===== src/rtl/core/prb_pkg.sv =====
// shared types and constants for the packbits row decoder
`default_nettype none

package prb_pkg;

  // field widths
  localparam int CODE_W   = 8;
  localparam int LEN_W    = 8;
  localparam int OFFSET_W = 14;
  localparam int STRIDE_W = 3;

  // default sizing
  localparam int ROW_MAX_DEF    = 4096;
  localparam int MAX_STRIDE_DEF = 4;
  localparam int FIFO_DEPTH_DEF = 2;

  // stride register reset value
  localparam logic [STRIDE_W-1:0] STRIDE_RESET = 3'd1;

  // header codes
  localparam logic [CODE_W-1:0] HDR_NOP  = 8'h80;
  localparam logic [CODE_W:0]   RUN_BASE = 9'd257;

  // command passed from the classifier to the writer stage
  typedef struct packed {
    logic [CODE_W-1:0] code;
    logic [LEN_W-1:0]  want;
    logic              emit;
    logic              last;
  } cmd_t;

  // command queue status
  typedef struct packed {
    logic full;
    logic empty;
  } fifo_stat_t;

endpackage

`default_nettype wire


===== src/rtl/core/packbits_row_decoder.sv =====
// PackBits row decoder top level
// Input channel: one compressed byte per transaction on in_code_byte, with
// in_last_of_row marking the final byte of a row. A transaction completes at
// a clock edge with in_valid high and in_stall low.
// Result channel: one write command per literal byte or run byte (value,
// byte offset, run length), plus one command on every row end, which carries
// row_done and a length of zero if no write came with it.
// cfg_we loads cfg_output_stride; write it only while the block is idle.
// The classifier is combinational, so the command enters the two-entry queue
// at the input edge; it moves on into the result register once that register
// is free or being taken, so out_stall can hold it in the queue.
// One byte is taken every cycle while out_stall is low; the writer stage's
// position update sets the one-command-per-cycle rate.
// Reset (rst_n low at a clock edge) returns to the header phase at output
// position zero, empties the queue and sets the stride to 1.
// When out_stall is high the result holds; the queue fills and in_stall
// rises once both queue entries are occupied, and it stays high for the
// cycle in which the first entry moves on.
`default_nettype none

module packbits_row_decoder #(
  parameter int ROW_MAX    = prb_pkg::ROW_MAX_DEF,
  parameter int MAX_STRIDE = prb_pkg::MAX_STRIDE_DEF,
  parameter int FIFO_DEPTH = prb_pkg::FIFO_DEPTH_DEF
) (
  input  wire                           clk,
  input  wire                           rst_n,
  input  wire                           cfg_we,
  input  wire  [prb_pkg::STRIDE_W-1:0]  cfg_output_stride,
  input  wire                           in_valid,
  output logic                          in_stall,
  input  wire  [prb_pkg::CODE_W-1:0]    in_code_byte,
  input  wire                           in_last_of_row,
  output logic                          out_valid,
  input  wire                           out_stall,
  output logic [prb_pkg::CODE_W-1:0]    out_value,
  output logic [prb_pkg::OFFSET_W-1:0]  out_write_offset,
  output logic [prb_pkg::LEN_W-1:0]     out_run_length,
  output logic                          out_row_done,
  output logic                          out_overflow
);

  prb_pkg::fifo_stat_t q_stat;
  prb_pkg::cmd_t       push_cmd;
  prb_pkg::cmd_t       head_cmd;
  logic                q_push;
  logic                q_pop;

  // classifier
  prb_front u_front (
    .clk           (clk),
    .rst_n         (rst_n),
    .in_valid      (in_valid),
    .in_stall      (in_stall),
    .in_code_byte  (in_code_byte),
    .in_last_of_row(in_last_of_row),
    .q_stat        (q_stat),
    .q_push        (q_push),
    .q_cmd         (push_cmd)
  );

  // command queue
  prb_cmd_fifo #(
    .DEPTH(FIFO_DEPTH)
  ) u_fifo (
    .clk     (clk),
    .rst_n   (rst_n),
    .push    (q_push),
    .push_cmd(push_cmd),
    .pop     (q_pop),
    .head_cmd(head_cmd),
    .stat    (q_stat)
  );

  // writer stage
  prb_back #(
    .ROW_MAX   (ROW_MAX),
    .MAX_STRIDE(MAX_STRIDE)
  ) u_back (
    .clk              (clk),
    .rst_n            (rst_n),
    .cfg_we           (cfg_we),
    .cfg_output_stride(cfg_output_stride),
    .q_stat           (q_stat),
    .q_cmd            (head_cmd),
    .q_pop            (q_pop),
    .out_valid        (out_valid),
    .out_stall        (out_stall),
    .out_value        (out_value),
    .out_write_offset (out_write_offset),
    .out_run_length   (out_run_length),
    .out_row_done     (out_row_done),
    .out_overflow     (out_overflow)
  );

`ifndef SYNTHESIS
  // queue status is never full and empty at once
  a_fifo_stat: assert property (@(posedge clk) disable iff (!rst_n)
    !(q_stat.full && q_stat.empty))
    else $error("command queue reports full and empty");

  // a popped command always lands in the result register
  a_pop_loads: assert property (@(posedge clk) disable iff (!rst_n)
    q_pop |=> out_valid)
    else $error("popped command did not reach the output");

  // a zero-length result without overflow only comes from a row end
  a_zero_len: assert property (@(posedge clk) disable iff (!rst_n)
    (out_valid && out_run_length == '0 && !out_overflow) |->
      (out_row_done && out_value == '0))
    else $error("zero-length write without row end");

  // run length never exceeds one packbits run
  a_len_max: assert property (@(posedge clk) disable iff (!rst_n)
    out_valid |-> (out_run_length <= prb_pkg::LEN_W'(128)))
    else $error("run length above 128");
`endif

endmodule

`default_nettype wire


===== src/rtl/core/prb_front.sv =====
// header classifier: tracks literal/run phase and issues write commands
`default_nettype none

module prb_front (
  input  wire                          clk,
  input  wire                          rst_n,
  input  wire                          in_valid,
  output logic                         in_stall,
  input  wire  [prb_pkg::CODE_W-1:0]   in_code_byte,
  input  wire                          in_last_of_row,
  input  prb_pkg::fifo_stat_t          q_stat,
  output logic                         q_push,
  output prb_pkg::cmd_t                q_cmd
);

  localparam logic [1:0] PH_HEADER  = 2'd0;
  localparam logic [1:0] PH_LITERAL = 2'd1;
  localparam logic [1:0] PH_RUN     = 2'd2;

  logic [1:0]                  phase_r, phase_nxt;
  logic [prb_pkg::LEN_W-1:0]   rem_r, rem_nxt;
  logic [prb_pkg::LEN_W-1:0]   rem_dec;
  logic [prb_pkg::CODE_W:0]    run_cnt;
  logic                        accept;
  logic                        emit;
  logic [prb_pkg::LEN_W-1:0]   want;

  // take a byte whenever the queue has room
  assign in_stall = q_stat.full;
  assign accept   = in_valid & ~q_stat.full;

  assign rem_dec = (rem_r != '0) ? rem_r - prb_pkg::LEN_W'(1) : rem_r;
  assign run_cnt = prb_pkg::RUN_BASE - {1'b0, in_code_byte};

  // phase decode for the current byte
  always_comb begin
    phase_nxt = phase_r;
    rem_nxt   = rem_r;
    emit      = 1'b0;
    want      = '0;
    unique case (phase_r)
      PH_LITERAL: begin
        emit    = 1'b1;
        want    = prb_pkg::LEN_W'(1);
        rem_nxt = rem_dec;
        if (rem_dec == '0) phase_nxt = PH_HEADER;
      end
      PH_RUN: begin
        emit      = 1'b1;
        want      = rem_r;
        rem_nxt   = '0;
        phase_nxt = PH_HEADER;
      end
      default: begin
        if (in_code_byte > prb_pkg::HDR_NOP) begin
          rem_nxt   = run_cnt[prb_pkg::LEN_W-1:0];
          phase_nxt = PH_RUN;
        end else if (in_code_byte < prb_pkg::HDR_NOP) begin
          rem_nxt   = in_code_byte + prb_pkg::LEN_W'(1);
          phase_nxt = PH_LITERAL;
        end else begin
          phase_nxt = PH_HEADER;
        end
      end
    endcase
    // row end returns to the header phase
    if (in_last_of_row) begin
      phase_nxt = PH_HEADER;
      rem_nxt   = '0;
    end
  end

  // command toward the writer stage
  assign q_push     = accept & (emit | in_last_of_row);
  assign q_cmd.code = in_code_byte;
  assign q_cmd.want = want;
  assign q_cmd.emit = emit;
  assign q_cmd.last = in_last_of_row;

  // phase state
  always_ff @(posedge clk) begin
    if (!rst_n) begin
      phase_r <= PH_HEADER;
      rem_r   <= '0;
    end else if (accept) begin
      phase_r <= phase_nxt;
      rem_r   <= rem_nxt;
    end
  end

endmodule

`default_nettype wire


===== src/rtl/core/prb_cmd_fifo.sv =====
// short command queue between classifier and writer stage
`default_nettype none

module prb_cmd_fifo #(
  parameter int DEPTH = prb_pkg::FIFO_DEPTH_DEF
) (
  input  wire                  clk,
  input  wire                  rst_n,
  input  wire                  push,
  input  prb_pkg::cmd_t        push_cmd,
  input  wire                  pop,
  output prb_pkg::cmd_t        head_cmd,
  output prb_pkg::fifo_stat_t  stat
);

  localparam int IdxW = (DEPTH > 1) ? $clog2(DEPTH) : 1;
  localparam int CntW = $clog2(DEPTH + 1);

  prb_pkg::cmd_t   mem_r [DEPTH];
  logic [IdxW-1:0] wr_ptr_r, wr_ptr_nxt;
  logic [IdxW-1:0] rd_ptr_r, rd_ptr_nxt;
  logic [CntW-1:0] cnt_r, cnt_nxt;
  logic            do_push, do_pop;

  assign stat.full  = (cnt_r == CntW'(DEPTH));
  assign stat.empty = (cnt_r == '0);
  assign do_push    = push & ~stat.full;
  assign do_pop     = pop & ~stat.empty;
  assign head_cmd   = mem_r[rd_ptr_r];

  // pointer wrap and fill count
  always_comb begin
    wr_ptr_nxt = wr_ptr_r;
    rd_ptr_nxt = rd_ptr_r;
    cnt_nxt    = cnt_r;
    if (do_push) begin
      wr_ptr_nxt = (wr_ptr_r == IdxW'(DEPTH - 1)) ? '0 : wr_ptr_r + IdxW'(1);
    end
    if (do_pop) begin
      rd_ptr_nxt = (rd_ptr_r == IdxW'(DEPTH - 1)) ? '0 : rd_ptr_r + IdxW'(1);
    end
    if (do_push && !do_pop) cnt_nxt = cnt_r + CntW'(1);
    else if (!do_push && do_pop) cnt_nxt = cnt_r - CntW'(1);
  end

  always_ff @(posedge clk) begin
    if (!rst_n) begin
      wr_ptr_r <= '0;
      rd_ptr_r <= '0;
      cnt_r    <= '0;
    end else begin
      wr_ptr_r <= wr_ptr_nxt;
      rd_ptr_r <= rd_ptr_nxt;
      cnt_r    <= cnt_nxt;
    end
  end

  // entry storage
  always_ff @(posedge clk) begin
    if (do_push) mem_r[wr_ptr_r] <= push_cmd;
  end

endmodule

`default_nettype wire


===== src/rtl/core/prb_back.sv =====
// writer stage: output position, clipping, strided offset and result register
`default_nettype none

module prb_back #(
  parameter int ROW_MAX    = prb_pkg::ROW_MAX_DEF,
  parameter int MAX_STRIDE = prb_pkg::MAX_STRIDE_DEF
) (
  input  wire                           clk,
  input  wire                           rst_n,
  input  wire                           cfg_we,
  input  wire  [prb_pkg::STRIDE_W-1:0]  cfg_output_stride,
  input  prb_pkg::fifo_stat_t           q_stat,
  input  prb_pkg::cmd_t                 q_cmd,
  output logic                          q_pop,
  output logic                          out_valid,
  input  wire                           out_stall,
  output logic [prb_pkg::CODE_W-1:0]    out_value,
  output logic [prb_pkg::OFFSET_W-1:0]  out_write_offset,
  output logic [prb_pkg::LEN_W-1:0]     out_run_length,
  output logic                          out_row_done,
  output logic                          out_overflow
);

  localparam int PosW  = $clog2(ROW_MAX + 1);
  localparam int CmpW  = ((PosW > prb_pkg::LEN_W) ? PosW : prb_pkg::LEN_W) + 1;
  localparam int ProdW = PosW + prb_pkg::STRIDE_W;

  logic [prb_pkg::STRIDE_W-1:0] stride_r;
  logic [prb_pkg::STRIDE_W-1:0] stride_eff;
  logic [PosW-1:0]              pos_r, pos_nxt;
  logic [CmpW-1:0]              room;
  logic [CmpW-1:0]              want_x;
  logic [CmpW-1:0]              len_x;
  logic                         ovf;
  logic [ProdW-1:0]             prod;
  logic [prb_pkg::OFFSET_W-1:0] offset;
  logic                         load;
  logic                         out_valid_r;

  // stride register
  always_ff @(posedge clk) begin
    if (!rst_n) stride_r <= prb_pkg::STRIDE_RESET;
    else if (cfg_we) stride_r <= cfg_output_stride;
  end

  // stride clamp
  always_comb begin
    stride_eff = stride_r;
    if (stride_r == '0) stride_eff = prb_pkg::STRIDE_W'(1);
    else if (stride_r > prb_pkg::STRIDE_W'(MAX_STRIDE)) stride_eff = prb_pkg::STRIDE_W'(MAX_STRIDE);
  end

  // clip the run to the positions left in the row
  assign room   = (CmpW'(pos_r) < CmpW'(ROW_MAX)) ? CmpW'(ROW_MAX) - CmpW'(pos_r) : '0;
  assign want_x = q_cmd.emit ? CmpW'(q_cmd.want) : '0;
  assign ovf    = (want_x > room);
  assign len_x  = ovf ? room : want_x;

  // strided start offset
  assign prod   = ProdW'(pos_r) * ProdW'(stride_eff);
  assign offset = (len_x != '0) ? prb_pkg::OFFSET_W'(prod) : '0;

  // row end clears the position after this command
  assign pos_nxt = q_cmd.last ? '0 : pos_r + PosW'(len_x);

  // pop into the result register when it is free or being taken
  assign load  = ~q_stat.empty & (~out_valid_r | ~out_stall);
  assign q_pop = load;

  always_ff @(posedge clk) begin
    if (!rst_n) begin
      pos_r       <= '0;
      out_valid_r <= 1'b0;
    end else begin
      if (load) pos_r <= pos_nxt;
      if (load) out_valid_r <= 1'b1;
      else if (!out_stall) out_valid_r <= 1'b0;
    end
  end

  // result payload
  always_ff @(posedge clk) begin
    if (load) begin
      out_value        <= q_cmd.emit ? q_cmd.code : '0;
      out_write_offset <= offset;
      out_run_length   <= prb_pkg::LEN_W'(len_x);
      out_row_done     <= q_cmd.last;
      out_overflow     <= ovf;
    end
  end

  assign out_valid = out_valid_r;

endmodule

`default_nettype wire

===== config.mk =====
export PLATFORM = sky130hd
export DESIGN_NAME = packbits_row_decoder
export DESIGN_NICKNAME = d
export VERILOG_FILES = /design/src/rtl/core/prb_pkg.sv /design/src/rtl/core/packbits_row_decoder.sv /design/src/rtl/core/prb_front.sv /design/src/rtl/core/prb_cmd_fifo.sv /design/src/rtl/core/prb_back.sv
export SDC_FILE = /design/constraint.sdc
export NUM_CORES = 1
export LEC_CHECK = 0
export BUFFER_PORTS_ARGS = -buffer_cell sky130_fd_sc_hd__buf_2
export CORE_AREA = 10 10 124 126
export DETAILED_ROUTE_END_ITERATION = 8
export DIE_AREA = 0 0 134 136
export GPL_TIMING_DRIVEN = 0
export PLACE_DENSITY = 0.68
export SETUP_SLACK_MARGIN = 0.2
export SLEW_MARGIN = 20
export SYNTH_ARGS = -nofsm -noshare
export SYNTH_HDL_FRONTEND = slang
export SYNTH_SLANG_ARGS = --single-unit

===== constraint.sdc =====
create_clock -name clk -period 6.3 [get_ports clk]
set_input_delay 1.26 -clock clk [delete_from_list [all_inputs] [get_ports clk]]
set_output_delay 1.26 -clock clk [all_outputs]
set_load 0.05 [all_outputs]

==> results of run 1 <==
## registers in the layout, indices dropped and copies added, names as in the netlist, named ones only
name                     flops
u_fifo.rd_ptr_r              1
u_front.phase_r              2
u_back.out_write_offset     14
u_back.stride_r              3
u_back.out_value             8
u_fifo.mem_r                36
u_fifo.cnt_r                 2
u_back.pos_r                13
u_back.out_overflow          1
u_back.out_run_length        8
u_fifo.wr_ptr_r              1
u_front.rem_r                8
u_back.out_valid             1
u_back.out_row_done          1
## power breakdown
| part | switching (W) | total (W) | leakage, nW | internal [W] |
|---|---|---|---|---|
| combinational | 0.00119 | 0.00175 | 1.92 | 0.000553 |
| sequential | 0.0000679 | 0.000981 | 0.913 | 0.000914 |
| clock | 0.000275 | 0.000557 | 0.146 | 0.000283 |
## cell type report
class	instances	share of cell area
tap	176	0.03085
buffer	28	0.01560
clock inverter	7	0.01122
sequential	100	0.3758
timing repair buffer	50	0.03541
inverter	42	0.02209
multi-input combinational	489	0.4775
clock buffer	9	0.03155
## what timing repair did
item | 4_1_cts | 5_1_grt
setup buffers | 0 | 0
setup endpoints to repair | 0 | 2
gates resized for setup | 0 | 5
## per-layer routing
layer / vias up / global-route usage / routed length, um
li1: 2494 / - / -
met1: 2462 / 0.2251 / 7044
met2: 108 / 0.2583 / 6474
met3: 12 / 0.03284 / 777
met4: 0 / 0.04534 / 159
met5: - / 0 / 0
## layout by cell type (no fill, tap or decap), drive strengths merged, types with 4 or more instances in the layout
cell type,count
a211oi,9
a21o,6
a21oi,35
a22oi,16
a31oi,4
a32o,4
and2,20
buf,54
clkbuf,33
conb,4
dfxtp,32
edfxtp,68
fa,13
ha,42
inv,45
mux2i,23
nand2,54
nand2b,6
nand3,14
nand4,4
nor2,74
nor2b,9
nor3,17
nor4,8
o21a,4
o21ai,27
o21bai,4
o31ai,5
or2,6
or3,11
or4,5
xnor2,13
xor2,14
## critical path: stages (launching register included)
cell      delay [ns]
dfxtp_1         0.31
clkbuf_1        0.42
mux2i_1         0.32
clkbuf_1        0.40
nor2_1          0.18
ha_1            0.34
nand4_1         0.12
o31ai_1         0.21
a21oi_1         0.11
nor4_4          0.50
buf_2           0.30
o21ai_0         0.18
ha_1            0.27
fa_1            0.44
a211oi_2        0.27
o21ai_0         0.20
nand3_1         0.14
o21ai_0         0.17
o22a_1          0.21
o311ai_0        0.31
## worst paths after layout
kind | endpoint | cells past startpoint | slack (ns) | from
setup / recovery | u_back.pos_r[12] | 19 | 0.78 | flip-flop
hold / removal | u_back.stride_r[0] | 2 | 0.50 | u_back.stride_r[0]
setup reg to reg | u_back.pos_r[12] | 19 | 0.78 | flip-flop
hold reg to reg | u_back.stride_r[0] | 2 | 0.50 | u_back.stride_r[0]
## stage by stage
step           utilization  hold slack (ns)  cell area, um2  total power, W
2_1_floorplan            -           0.4553            6347        0.002334
3_3_place_gp        0.5249           0.4686            6813        0.002700
3_5_place_dp        0.5258           0.4846            6825        0.002737
4_1_cts             0.5494           0.4956            7131        0.003300
5_1_grt             0.5499           0.5056            7138        0.003527
6_report            0.5499           0.4956            7138        0.003286
## logic make-up after synthesis
group	Yosys count	share of synthesized area
adder cells (fa/ha/maj)	55	0.1240
other	1	0.0005918
multiplexers	26	0.04167
XOR/XNOR	27	0.03732
AND/OR/NAND/NOR	237	0.1840
flip-flops	100	0.4234
AO/OA/AOI/OAI	140	0.1469
buffers and inverters	70	0.04206
==> reports/results.ini, run 1 <==
[grt]
grt_use_total=0.1642
antenna_found_initial=0
grt_start_max_net_pins=33
grt_pass1_vias=4908
gr-total-overflow=0
grt_pass1_wl_um=24500

[placed_design]
place.gp.congestion=0.9028
numPortBuffers=49
dp_hpwl_um=10970
dp_slack_ns=0.6031
dpl.cell_count=885

[sta]
fin_crit_sh=0.8767
maxSlewViolCount=0
worstMarginPinSlew_ns=1.032
worst_slack_ns=0.7767
worst_clock_skew_ns=0.006419
fin_crit_ns=5.523
tns_ns=0
max_freq_ghz=0.1811
rsz0062_at_grt=no
hold_viol_final=0
setup_viol=0
relSlewSlack=0.2943

[worst_setup_path]
worst-path-max-fanout=10
cp-end-kind=flip-flop
arrival_ns=5.76
start_kind=flip-flop
required_ns=6.54
crit_type=flip-flop to flip-flop

[route]
viasPerCell=5.634
vias=5076
drtAntennaViolNets=0
avgRoutedWirePerCell_um=16.04
drt-initial-drc-count=452
drc=0
drt_pass1_iterations=5
totalWireLength_um=14460

[synth]
synthTopCellsByArea=edfxtp_1 (32%), dfxtp_1 (10%), ha_1 (8.3%)
synth_most_common_cell=nor2_1
yosys_register_bits=100
netlist.area_leader.share=0.3223
synth_cells=656
synth_cell_types=59
synth_top_area_cell=edfxtp_1
synth_edf_count=68
syn_area_per_cell_um2=9.659
synth_ff_type=edfxtp_1
synth_common_cells=nor2_1 (74), edfxtp_1 (68), nand2_1 (54)
yosys_warnings=0
ys_seq_area_frac=0.4234
synthArstFlopShare=0
netlist_area_um2=6336

[floorplan]
rows=42
core-area_um2=12980
ios=51
die_h_um=136
initial_utilization=0.4881
dieArea_um2=18220
die_w_um=134

[job]
maxCapViolations=0

[clocking]
clk_latency_ns=0.35
cts_htree_levels=3
cts_tree=built
clkSinkCount=100
cts.path.max_buffers=2
cts_buffers=9
root_buffer=clkbuf_16
path_clk_slew_ns=0.08
cts_hold_buf=0

[hold_path]
hp-class=flip-flop to flip-flop

[power_and_ir_drop]
peakVddDrop_v=0.0002237
p_per_area_nw_per_um2=460.3
leakage_nw=2.979

[finish]
fillCellCount=1184
fin_cells=901
seq_area_um2=2683
multi_input_area_um2=3408
area_growth_pct=12.66
antenna_cells=0
nets=792
drive_gt1_frac=0.1241

[run_status]
status=complete, no violations

(Power assumes the default switching activity.)
==> run 2: changes to the inputs <==
- CORE_AREA: 10 10 124 126 -> 10 10 127 129
- DIE_AREA: 0 0 134 136 -> 0 0 137 139
- PLACE_DENSITY: 0.68 -> 0.67
- SYNTH_HIERARCHICAL: not set -> 1
==> run 2 against run 1 <==
  * Non-clock buffer count up 11
  * Global-route usage down 1.1 points
  * Synthesized cell count up 2.1%
  * Total power down 1.9%
  * Clock power down 1%
  * Highest routed layer unchanged
==> reports/results.ini, run 2 <==
[route]
drtAntennaViolNets=0  ; unchanged
viasPerCell=5.477  ; -2.8%
drc=0  ; unchanged
drt_pass1_iterations=5  ; unchanged
drt-initial-drc-count=410  ; -9.3%
avgRoutedWirePerCell_um=15.80  ; -1.5%
vias=5028  ; -0.95%
totalWireLength_um=14500  ; +0.33%

[finish]
drive_gt1_frac=0.1734  ; +0.04930
final_common_cell=edfxtp_1
final_cell_mix=edfxtp_1 (68), nand2_1 (66), buf_2 (53)
antenna_cells=0  ; unchanged
nets=805  ; +1.6%
multi_input_area_um2=3552  ; +4.2%
area_growth_pct=11.91
seq_area_um2=2683  ; unchanged
reg.largest.list=u_fifo/mem_r (36), u_back/out_write_offset (14), u_back/pos_r (13)
fillCellCount=1203  ; +1.6%
largest_reg_flops=36  ; unchanged
top_register=u_fifo/mem_r

[job]
maxCapViolations=0  ; unchanged

[floorplan]
dieArea_um2=19040  ; +4.5%
die_w_um=137  ; +2.2%
core-area_um2=13670  ; +5.3%
initial_utilization=0.4867  ; -0.001419
die_h_um=139  ; +2.2%
ios=51  ; unchanged
rows=43  ; +2.4%

[sta]
max_freq_ghz=0.1816  ; +0.30%
setup_viol=0  ; unchanged
fin_crit_ns=5.507  ; -0.01669 ns
rsz0062_at_grt=no
relSlewSlack=0.4067  ; +0.1123
worst_clock_skew_ns=0.009764  ; +0.003345 ns
hold_viol_final=0  ; unchanged
fin_crit_sh=0.8741  ; -0.002650
worstMarginPinSlew_ns=0.8900  ; -0.1418 ns
maxSlewViolCount=0  ; unchanged
tns_ns=0  ; unchanged

[worst_setup_path]
worst-path-max-fanout=10  ; unchanged
cp-end-kind=flip-flop
required_ns=6.58  ; +0.04 ns
arrival_ns=5.78  ; +0.02 ns
r2r_slack_ns=0.79  ; +0.02 ns
start_kind=flip-flop
crit_type=flip-flop to flip-flop

[synth]
synthTopCellsByArea=edfxtp_1 (31%), dfxtp_1 (9.6%), ha_1 (7.9%)
syn_area_per_cell_um2=9.927  ; +2.8%
netlist.area_leader.share=0.3070  ; -0.01528
ys_seq_area_frac=0.4033  ; -0.02007
synth_cells=670  ; +2.1%
yosys_warnings=6  ; +6
yosys_register_bits=100  ; unchanged
synthArstFlopShare=0  ; unchanged
synth_edf_count=68  ; unchanged
synth_ff_type=edfxtp_1
synth_most_common_cell=edfxtp_1
synth_common_cells=edfxtp_1 (68), nand2_1 (66), inv_1 (53)
netlist_area_um2=6651  ; +5.0%
synth_cell_types=72  ; +22%
synth_top_area_cell=edfxtp_1

[clocking]
cts.path.max_buffers=2  ; unchanged
cts_setup_buffers=0  ; unchanged
cts_hold_buf=0  ; unchanged
cts.repair.resized=0  ; unchanged
root_buffer=clkbuf_16
path_clk_slew_ns=0.07  ; about the same
clk_latency_ns=0.36  ; about the same
clkSinkCount=100  ; unchanged
cts_tree=built
cts_buffers=9  ; unchanged
cts_htree_levels=3  ; unchanged

[grt]
antenna_found_initial=0  ; unchanged
grt_use_total=0.1537  ; -0.01054
grt_pass1_wl_um=24080  ; -1.7%
grt_pass1_vias=4886  ; -0.45%
gr-total-overflow=0  ; unchanged
grt_start_max_net_pins=38  ; +15%

[placed_design]
place.gp.congestion=0.8591  ; -4.8%
numPortBuffers=48  ; -2.0%
dp_hpwl_um=10930  ; -0.40%

[power_and_ir_drop]
peakVddDrop_v=0.0002633  ; +18%
p_per_area_nw_per_um2=433.1  ; -5.9%
leakage_nw=3.074  ; +3.2%
finalPower_w=0.003224  ; -1.9%

[run_status]
status=complete, no violations

[hold_path]
hold_start=u_back/stride_r[0]
hp-class=flip-flop to flip-flop

[run 2: power breakdown]
part           total (W)  internal, W  switching (W)
clock network   0.000549     0.000279       0.000270
registers       0.000993     0.000920      0.0000735
logic            0.00168     0.000573        0.00111
[run 2: worst paths after layout]
path | end | depth (start not counted)
setup / recovery | u_back/pos_r[12] | 23
hold / removal | u_back/stride_r[0] | 2
setup reg to reg | u_back/pos_r[12] | 23
hold reg to reg | u_back/stride_r[0] | 2
[run 2: metrics by stage]
step	cell area (um2)	setup WS [ns]	utilization	std cells	hold WS (ns)
final	7443	0.7934	0.5447	918	0.4888
after global routing	7443	0.4395	0.5447	918	0.5179
after CTS	7443	0.7763	0.5447	918	0.4911
after detailed placement	7149	0.8368	0.5232	902	0.4791
after global placement	7128	0.9366	0.5216	901	0.4634
after floorplan	6663	1.608	-	673	0.4515
[run 2: logic make-up (layout without fill, tap and decap cells)]
logic type / Yosys count / after routing / synth area share
simple gates: 232 / 232 / 0.1842
compound gates: 122 / 122 / 0.1281
flops: 100 / 100 / 0.4033
buf+inv: 94 / 159 / 0.06527
fa+ha+maj: 55 / 55 / 0.1181
mux: 39 / 39 / 0.06490
xor+xnor: 27 / 27 / 0.03555
other cells: 1 / 4 / 0.0005638
[run 2: critical path, stage by stage, from the launching register on]
cell       delay (ns)
dfxtp_1          0.30
buf_2            0.25
mux2_2           0.37
clkbuf_1         0.18
clkbuf_1         0.26
nand2_1          0.14
inv_1            0.05
ha_1             0.30
a21oi_1          0.13
nor2b_1          0.05
a2111oi_0        0.39
a21oi_1          0.16
nor3b_2          0.18
buf_6            0.17
mux2i_1          0.19
ha_1             0.29
fa_1             0.47
a211oi_1         0.26
nor2_1           0.11
o41a_1           0.34
a41o_1           0.29
o31ai_1          0.29
nand4b_1         0.13
o211ai_1         0.12
[run 2: layout make-up]
cell class	count	area share
buffer	40	0.03110
clock buffer	9	0.03026
inverter	54	0.02723
timing repair buffer	49	0.03429
sequential	100	0.3604
multi-input combinational	479	0.4772
clock inverter	7	0.009245
tap	180	0.03026
[run 2: per-layer routing]
metal  vias to the layer above  part of all wire  GRT usage
li1                       2495                 -          -
met1                      2398              0.48     0.2060
met2                       121              0.46     0.2408
met3                        14             0.046    0.02971
met4                         0             0.016    0.05161
met5                         -                 0          0
==> run 3: changes to the inputs <==
- RECOVER_POWER: not set -> 50
==> run 3 against run 2 <==
  * Setup slack got worse by 0.0059 ns
  * Maximum frequency shrank 0.11%
  * Clock skew increased by 0.00090 ns
  * Sequential power increased by 0.4%
  * Register-to-register slack about the same
  * Largest power group unchanged
  * Routed wire length increased by 0.26%
  * Die area did not move
  * Critical path depth unchanged
  * Global-route usage is the same
  * Critical endpoint unchanged
  * First-iteration DRC count fell by 4.6%
  * Combinational power decreased by 2%
==> reports/results.ini, run 3 (synthesis results as in run 2) <==
[run_status]
status=complete, no violations

[sta]
maxSlewViolCount=0  ; unchanged
setup_viol=0  ; unchanged
tns_ns=0  ; unchanged
relSlewSlack=0.3952  ; -0.01150
hold_viol_final=0  ; unchanged
fin_crit_ns=5.513  ; +0.005933 ns
hold_slack_ns=0.4893  ; +0.0005030 ns
worst_clock_skew_ns=0.01067  ; +0.0009018 ns
rsz0062_at_grt=no
fin_crit_sh=0.8750  ; +0.0009417
max_freq_ghz=0.1814  ; -0.11%
worstMarginPinSlew_ns=0.9073  ; +0.01724 ns

[hold_path]
whs_path_depth=2  ; unchanged
hold_start=u_back/stride_r[0]
hp-class=flip-flop to flip-flop
whs_endpoint=u_back/stride_r[0]

[route]
viasPerCell=5.425  ; -0.95%
drc=0  ; unchanged
drtAntennaViolNets=0  ; unchanged
totalWireLength_um=14540  ; +0.26%
drt-initial-drc-count=391  ; -4.6%
avgRoutedWirePerCell_um=15.84  ; +0.26%
vias=4980  ; -0.95%
drt_pass1_iterations=5  ; unchanged

[power_and_ir_drop]
leakage_nw=2.929  ; -4.7%
p_comb_frac=0.516  ; -0.005
p_per_area_nw_per_um2=433.0  ; about the same
p_switching_w=0.001451  ; about the same
seq_power_share=0.313  ; +0.005
p_clk_frac=0.172  ; +0.002
peakVddDrop_v=0.0002554  ; -3.0%
power.share.switching=0.4554  ; +0.005057
p_int_w=0.001736  ; -2.1%

[clocking]
cts_tree=built
cts.path.max_buffers=2  ; unchanged
clkSinkCount=100  ; unchanged
clk_latency_ns=0.36  ; about the same
cts.repair.resized=0  ; unchanged
cts_hold_buf=0  ; unchanged
path_clk_slew_ns=0.07  ; about the same
cts_buffers=9  ; unchanged
root_buffer=clkbuf_16
cts_htree_levels=3  ; unchanged
cts_setup_buffers=0  ; unchanged

[floorplan]
rows=43  ; unchanged
initial_utilization=0.4867  ; unchanged
core-area_um2=13670  ; unchanged
ios=51  ; unchanged
dieArea_um2=19040  ; unchanged
die_w_um=137  ; unchanged
die_h_um=139  ; unchanged

[finish]
top_register=u_fifo/mem_r
fillCellCount=1229  ; +2.2%
final_cell_mix=edfxtp_1 (68), nand2_1 (66), clkbuf_1 (62)
drive_gt1_frac=0.1125  ; -0.06098
largest_reg_flops=36  ; unchanged
fin_cells=918  ; unchanged
finalInstanceArea_um2=7360  ; -1.1%
reg.largest.list=u_fifo/mem_r (36), u_back/out_write_offset (14), u_back/pos_r (13)
area_growth_pct=10.65
final_common_cell=edfxtp_1
nets=805  ; unchanged
seq_area_um2=2683  ; unchanged
multi_input_area_um2=3535  ; -0.49%
antenna_cells=0  ; unchanged
final_core_util=0.5385  ; -0.006134

[grt]
gr-total-overflow=0  ; unchanged
antenna_found_initial=0  ; unchanged
grt_pass1_wl_um=24080  ; unchanged
grt_pass1_vias=4886  ; unchanged
grt_use_total=0.1537  ; unchanged
grt_start_max_net_pins=38  ; unchanged

[placed_design]
dpl.cell_count=902  ; unchanged
place_area_um2=7149  ; unchanged
numPortBuffers=48  ; unchanged
place.gp.congestion=0.8591  ; unchanged
dp_hpwl_um=10930  ; unchanged

[job]
maxCapViolations=0  ; unchanged

[worst_setup_path]
start_kind=flip-flop
crit_path_cell_trace=buf_2, mux2_2, clkbuf_1, clkbuf_1, nand2_1, inv_1, ha_1, a21oi_1, nor2b_1, a2111oi_0, a21oi_1, nor3b_2, buf_6, mux2i_1, ha_1, fa_1, a211oi_1, nor2_1, o41a_1, a41o_1, o31ai_1, nand4b_1, o211ai_1
r2r_cells=23  ; unchanged
critPathSlowestCell=fa_1
path_buf_inv=5  ; unchanged
max_stage_delay_ns=0.47  ; about the same
cp-end-kind=flip-flop
crit_type=flip-flop to flip-flop
r2r_slack_ns=0.79  ; about the same
required_ns=6.57  ; about the same
arrival_ns=5.79  ; about the same
r2r_end=u_back/pos_r[12]
worst-path-max-fanout=10  ; unchanged
cp_top_family=compound AO/OA/AOI/OAI gates

run 3: stage by stage:
step | setup WS (ns) | power [W]
final | 0.7874 | 0.003187
after global routing | 0.4357 | 0.003396
after global placement | 0.9366 | 0.002639
after detailed placement | 0.8368 | 0.002683
after CTS | 0.7763 | 0.003246
after floorplan | 1.608 | 0.002315
run 3: power groups by stage:
stage | logic [W] | registers (W) | clock network, W
after floorplan | 0.000921 | 0.00139 | 0
after global placement | 0.00164 | 0.00100 | 0
after detailed placement | 0.00168 | 0.00101 | 0
after CTS | 0.00169 | 0.000995 | 0.000562
after global routing | 0.00179 | 0.00102 | 0.000587
final | 0.00164 | 0.000997 | 0.000547
run 3: layout make-up:
cell class                      count  area share
Timing Repair Buffer               49     0.02618
Tap cell                          180     0.03060
Sequential cell                   100      0.3645
Clock inverter                      7    0.009351
Buffer                             40     0.03094
Inverter                           54     0.02754
Multi-Input combinational cell    479      0.4803
Clock buffer                        9     0.03060
run 3: layer usage:
metal	routed length (um)	track usage	share of wire
met5	0	0	0
met2	6705	0.2408	0.46
met4	204	0.05161	0.014
met1	6922	0.2060	0.48
met3	709	0.02971	0.049
run 3: worst max path at each step:
stage,start,endpoint,cells past startpoint
floorplan,flip-flop,u_back/pos_r[12],23
CTS,flip-flop,u_back/pos_r[12],23
global placement,flip-flop,u_back/pos_r[12],23
finish,flip-flop,u_back/pos_r[12],23
global route,flip-flop,u_back/pos_r[12],23
detailed placement,flip-flop,u_back/pos_r[12],23
run 3: worst min-delay path, stage by stage (launching register included):
cell      delay [ns]
dfxtp_1         0.30
inv_1           0.06
o211ai_1        0.08
